`config.mk`:
```
export PLATFORM = sky130hd
export DESIGN_NAME = rhh_ctrl
export DESIGN_NICKNAME = d
export VERILOG_FILES = /design/src/sv/rhh_pkg.sv /design/src/sv/rhh_ctrl.sv
export SDC_FILE = /design/constraint.sdc
export NUM_CORES = 1
export LEC_CHECK = 0
export BUFFER_PORTS_ARGS = -buffer_cell sky130_fd_sc_hd__buf_2
export CELL_PAD_IN_SITES_DETAIL_PLACEMENT = 0
export CELL_PAD_IN_SITES_GLOBAL_PLACEMENT = 1
export CORE_MARGIN = 2
export CORE_UTILIZATION = 37
export CTS_CLUSTER_SIZE = 12
export DETAILED_ROUTE_END_ITERATION = 8
export HOLD_SLACK_MARGIN = 0.1
export PLACE_DENSITY_LB_ADDON = 0.1
export SYNTH_ARGS = -nofsm -noshare
export SYNTH_HDL_FRONTEND = slang
export SYNTH_SLANG_ARGS = --single-unit
```
`constraint.sdc`:
```
create_clock -name clk_i -period 2.9 [get_ports clk_i]
set_input_delay 0.87 -clock clk_i [delete_from_list [all_inputs] [get_ports clk_i]]
set_output_delay 0.87 -clock clk_i [all_outputs]
set_load 0.01 [all_outputs]
```
`src/sv/rhh_pkg.sv`:
```
// Package of the Robin Hood hash map: sizes, codes, slot entry layout and
// the command and status structures between controller and datapath.
`default_nettype none

package rhh_pkg;

  localparam int SLOTS      = 256;
  localparam int IDX_W      = $clog2(SLOTS);
  localparam int CNT_W      = $clog2(SLOTS + 1);
  localparam int KEY_BITS   = 32;
  localparam int VALUE_BITS = 32;
  localparam int DIST_W     = 7;
  localparam int FUNC_W     = 3;
  localparam int STATUS_W   = 3;
  localparam int SLOT_W     = 8;

  localparam logic [DIST_W-1:0] DIST_MAX   = DIST_W'(127);
  localparam logic [CNT_W-1:0]  LOAD_RESET = CNT_W'((SLOTS * 85) / 100);

  // Operation codes; codes five to seven are unused and behave as a miss.
  localparam logic [FUNC_W-1:0] FUNC_INSERT  = 3'd0;
  localparam logic [FUNC_W-1:0] FUNC_REPLACE = 3'd1;
  localparam logic [FUNC_W-1:0] FUNC_FIND    = 3'd2;
  localparam logic [FUNC_W-1:0] FUNC_REMOVE  = 3'd3;
  localparam logic [FUNC_W-1:0] FUNC_CLEAR   = 3'd4;

  typedef enum logic [STATUS_W-1:0] {
    ST_INSERTED = 3'd0,
    ST_PRESENT  = 3'd1,
    ST_REPLACED = 3'd2,
    ST_FOUND    = 3'd3,
    ST_NOTFOUND = 3'd4,
    ST_REMOVED  = 3'd5,
    ST_FULL     = 3'd6,
    ST_CLEARED  = 3'd7
  } status_e;

  typedef enum logic [3:0] {
    ACT_NONE,
    ACT_LOAD,
    ACT_MISS,
    ACT_CLEAR,
    ACT_READ_IDX,
    ACT_READ_NEXT,
    ACT_PLACE,
    ACT_HIT,
    ACT_SWAP,
    ACT_STEP,
    ACT_RM_HIT,
    ACT_SHIFT,
    ACT_RM_DONE,
    ACT_EMIT
  } act_e;

  typedef struct packed {
    logic [DIST_W-1:0]     pdist;
    logic [KEY_BITS-1:0]   key;
    logic [VALUE_BITS-1:0] val;
  } entry_t;

  typedef struct packed {
    logic              is_used;
    logic              nx_used;
    logic              key_hit;
    logic              d_gt;
    logic              dist_zero;
    logic              cnt_done;
    logic              full;
    logic [FUNC_W-1:0] func;
  } dp_stat_t;

endpackage

`default_nettype wire

```
`src/sv/rhh_ctrl.sv`:
```
// Controller of the Robin Hood hash map: one-hot state machine that walks
// the probe sequence and drives the datapath commands. Depends on rhh_pkg.
`default_nettype none

module rhh_ctrl (
  input  logic              clk_i,
  input  logic              rst_ni,
  input  logic              req_valid_i,
  output logic              req_ready_o,
  output logic              rsp_valid_o,
  input  logic              rsp_ready_i,
  input  rhh_pkg::dp_stat_t stat_i,
  output rhh_pkg::act_e     act_o
);
  import rhh_pkg::*;

  typedef enum logic [6:0] {
    S_IDLE  = 7'b0000001,
    S_START = 7'b0000010,
    S_READ  = 7'b0000100,
    S_EVAL  = 7'b0001000,
    S_SREAD = 7'b0010000,
    S_SEVAL = 7'b0100000,
    S_DONE  = 7'b1000000
  } state_e;

  state_e state_q, state_d;
  logic   out_valid_q, out_valid_d;
  logic   is_ins;

  assign is_ins = (stat_i.func == FUNC_INSERT) || (stat_i.func == FUNC_REPLACE);

  always_comb begin
    state_d     = state_q;
    act_o       = ACT_NONE;
    out_valid_d = out_valid_q;
    if (out_valid_q && rsp_ready_i) begin
      out_valid_d = 1'b0;
    end
    unique case (state_q)
      S_IDLE: begin
        if (req_valid_i) begin
          act_o   = ACT_LOAD;
          state_d = S_START;
        end
      end
      S_START: begin
        state_d = S_DONE;
        if (is_ins) begin
          if (stat_i.full) begin
            act_o = ACT_MISS;
          end else begin
            state_d = S_READ;
          end
        end else if (stat_i.func == FUNC_FIND || stat_i.func == FUNC_REMOVE) begin
          state_d = S_READ;
        end else if (stat_i.func == FUNC_CLEAR) begin
          act_o = ACT_CLEAR;
        end else begin
          act_o = ACT_MISS;
        end
      end
      S_READ: begin
        if (stat_i.cnt_done) begin
          act_o   = ACT_MISS;
          state_d = S_DONE;
        end else begin
          act_o   = ACT_READ_IDX;
          state_d = S_EVAL;
        end
      end
      S_EVAL: begin
        state_d = S_DONE;
        if (is_ins) begin
          priority if (!stat_i.is_used) begin
            act_o = ACT_PLACE;
          end else if (stat_i.key_hit) begin
            act_o = ACT_HIT;
          end else if (stat_i.d_gt) begin
            act_o   = ACT_SWAP;
            state_d = S_READ;
          end else begin
            act_o   = ACT_STEP;
            state_d = S_READ;
          end
        end else if (stat_i.func == FUNC_FIND) begin
          priority if (!stat_i.is_used || stat_i.d_gt) begin
            act_o = ACT_MISS;
          end else if (stat_i.key_hit) begin
            act_o = ACT_HIT;
          end else begin
            act_o   = ACT_STEP;
            state_d = S_READ;
          end
        end else begin
          priority if (!stat_i.is_used) begin
            act_o = ACT_MISS;
          end else if (stat_i.key_hit) begin
            act_o   = ACT_RM_HIT;
            state_d = S_SREAD;
          end else begin
            act_o   = ACT_STEP;
            state_d = S_READ;
          end
        end
      end
      S_SREAD: begin
        if (stat_i.cnt_done) begin
          act_o   = ACT_RM_DONE;
          state_d = S_DONE;
        end else begin
          act_o   = ACT_READ_NEXT;
          state_d = S_SEVAL;
        end
      end
      S_SEVAL: begin
        if (!stat_i.nx_used || stat_i.dist_zero) begin
          act_o   = ACT_RM_DONE;
          state_d = S_DONE;
        end else begin
          act_o   = ACT_SHIFT;
          state_d = S_SREAD;
        end
      end
      S_DONE: begin
        if (!out_valid_q || rsp_ready_i) begin
          act_o       = ACT_EMIT;
          out_valid_d = 1'b1;
          state_d     = S_IDLE;
        end
      end
      default: begin
        state_d = S_IDLE;
      end
    endcase
  end

  always_ff @(posedge clk_i or negedge rst_ni) begin
    if (!rst_ni) begin
      state_q     <= S_IDLE;
      out_valid_q <= 1'b0;
    end else begin
      state_q     <= state_d;
      out_valid_q <= out_valid_d;
    end
  end

  assign req_ready_o = (state_q == S_IDLE);
  assign rsp_valid_o = out_valid_q;

endmodule

`default_nettype wire

```
==> metrics.yaml <==
peakVddDrop_mv: 0.323
rsz0062_at_grt: "no"
firstDrtPassIters: 4
dieHeight_um: 49.3
multi_input_area_sq_um: 510
synth_simple_gate_area_share_pct: 38.7
drtIter0Drc: 45
hpwl_um: 1510
relSlewSlack_pct: 69.6
place_congestion: 0.841
synth_mux_area_share_pct: 0
synth_area_leaders: "dfrtp_1 23%, o21ai_0 5.3%, nor3_4 4.3%"
power.leakage_nw: 0.430
finalCritPeriodShare_pct: 97.8
syn-num-nets: 106
die-width_um: 49.3
cts_buffers: 3
synthTopCellsByCount: "8 x o21ai_0, 7 x dfrtp_1, 7 x nor2_1"
synthArstFlopShare_pct: 100
setup.worst_path.end_class: "output pin"
critPathCapture: "act_o[2]"
rrSetupSlack_ns: 1.26
min_path_type: "in2async"
drive_gt1_share_pct: 33.6
fmax_ghz: 0.353
clock-sinks: 8
route.detailed.drc: 0
clk_pin_slew_ns: 0.06
core_sq_um: 1940
synth_top_area_share_pct: 23.0
areaGrowthSynthToFinish_pct: 23.4
place_area_sq_um: 905
slew_viol_final: 0
dr_total_vias: 810
syn_inst: 92
fin_skew_ns: 0.00295
timing.rr.end: "state_q[0]"
status: "finished clean"
path_cells: "buf_2 > or3b_2 > a211oi_2 > a32oi_1 > o221ai_1 > buf_2"
start_util_pct: 39.2
synth_compound_area_share_pct: 25.2
antenna_left: 0
crit_path_frequent_cell: "buf_2"
design_area_sq_um: 938
antennaDiodeCount: 0
dp_cells: 139
grt_max_degree: 11
synth.avg_cell_area_sq_um: 8.27
synth-xor-area-share_pct: 2.30
grt_pass1_wl_um: 3400
synth-main-ff-cell: "dfrtp_1"
yosysWarnings: 0
worst_pin_slew_ns: 0.449
reg2regPathDepth: 5
fin_crit_ns: 2.84
final_nets: 131
clk_latency_ns: 0.26
regArea_sq_um: 201
grtUsageTotal_pct: 18.4
stdcell_count: 143
yosys.area_share.adder_pct: 0
drt-vias-per-instance: 5.66
arrival_ns: 1.97
crit_slowest_cell: "or3b_2"
r2r-start: "state_q[1]"
htree_levels: 1
yosys.area.top_type: "dfrtp_1"
drt-total-wl_um: 1970
finalSetupViolCount: 0
num_io_pins: 20
n_fill_cell: 191
cts-root-buf: "clkbuf_4"
crit_type: "in2out"
max_stage_delay_ns: 0.46
grt_pass1_vias: 728
synth_edf_count: 0
antenna_found_initial: 0
power.density_nw_per_um2: 581
cp_data_required_time_ns: 2.03
overflow: 0
startpoint_type: "primary input"
post-synth-top-count-cell: "o21ai_0"
routedWlPerCell_um: 13.8
ys_ff_latch: 8
dieArea_sq_um: 2430
synth_top_family_by_area: "simple AND/OR/NAND/NOR gates"
crit_start: "stat_i[6]"
clockBufferDepth: 2
synth_cell_types: 44
tritoncts: "yes"
finalHoldViolCount: 0
hold_buffers: 0
max-cap-violations: 0
fp-row-count: 16
critical_path.max_fanout: 2
synthesis.area_sq_um: 761
yosysSeqAreaShare_pct: 26.5
io_buffer_count: 19
==> routing by layer <==
layer	up-vias	global-route usage [%]	share of wire (%)	wire (um)
met5	-	0	0	0
met4	0	8.57	1.2	23
met3	4	3.37	7.4	146
met2	48	26.6	45	885
met1	357	26.2	46	911
li1	401	-	-	-
==> repair_timing <==
| item | CTS | global route |
|---|---|---|
| gates resized for setup | 0 | 2 |
| setup buffers | 0 | 0 |
| endpoints found under the setup margin | 0 | 2 |
==> worst max-delay path, delay by kind of cell <==
kind	cells	cell delay, ns
simple gates	1	0.46
compound gates	3	0.37
buf+inv	2	0.26
==> final cells by class <==
type                       instances  share of cell area (%)
clock buffer                       4                    2.80
inverter                           3                    1.20
multi-input combinational         74                    54.4
sequential                         8                    21.5
tap                               27                    3.60
timing repair buffer              27                    16.5
==> worst min path at each step <==
| stage | to | slack (ns) | cells past startpoint |
|---|---|---|---|
| floorplan | rsp_valid_o | 0.57 | 0 |
| global placement | state_q[5] | 0.69 | 2 |
| detailed placement | state_q[5] | 0.70 | 2 |
| CTS | rsp_valid_o | 0.44 | 1 |
| global route | rsp_valid_o | 0.43 | 1 |
| finish | rsp_valid_o | 0.44 | 1 |
==> cells in the final DEF, fill, tap and decap left out, types with 2 or more instances in the layout <==
master    instances
a32oi_1           2
and2_1            2
and3_1            2
buf_2            19
buf_4             8
clkbuf_4          3
dfrtp_1           7
inv_1             3
nand2_1           5
nand2b_1          2
nand3_1           6
nand4_1           3
nand4b_1          2
nor2_1            7
nor2b_1           4
nor3_4            2
o211ai_1          3
o21ai_0           8
o221ai_1          2
xor2_1            2
==> registers in the layout, indices dropped and copies added, names as in the netlist <==
name         count
rsp_valid_o      1
state_q          7
==> cell families after synthesis <==
| logic type | Yosys count |
|---|---|
| XOR/XNOR | 2 |
| buffers and inverters | 10 |
| AO/OA/AOI/OAI | 27 |
| AND/OR/NAND/NOR | 45 |
| flip-flops | 8 |
==> power by group <==
group | switching (mW) | internal (mW) | leakage, nW
clock | 0.0424 | 0.0529 | 0.0150
sequential | 0.0372 | 0.138 | 0.107
combinational | 0.140 | 0.134 | 0.308
total | 0.220 | 0.325 | 0.430
==> metrics by stage <==
stage / hold slack [ns] / setup TNS, ns / worst slack, ns / total power [mW] / utilization [%]
after floorplan: 0.574 / 0 / 0.249 / 0.365 / -
after global placement: 0.692 / -0.00230 / -0.00230 / 0.450 / 46.6
after detailed placement: 0.697 / 0 / 0.0139 / 0.446 / 46.6
after CTS: 0.436 / 0 / 0.00584 / 0.546 / 47.9
after global routing: 0.426 / 0 / 0.0256 / 0.590 / 48.3
final: 0.437 / 0 / 0.0636 / 0.545 / 48.3
(Power assumes the default switching activity.)
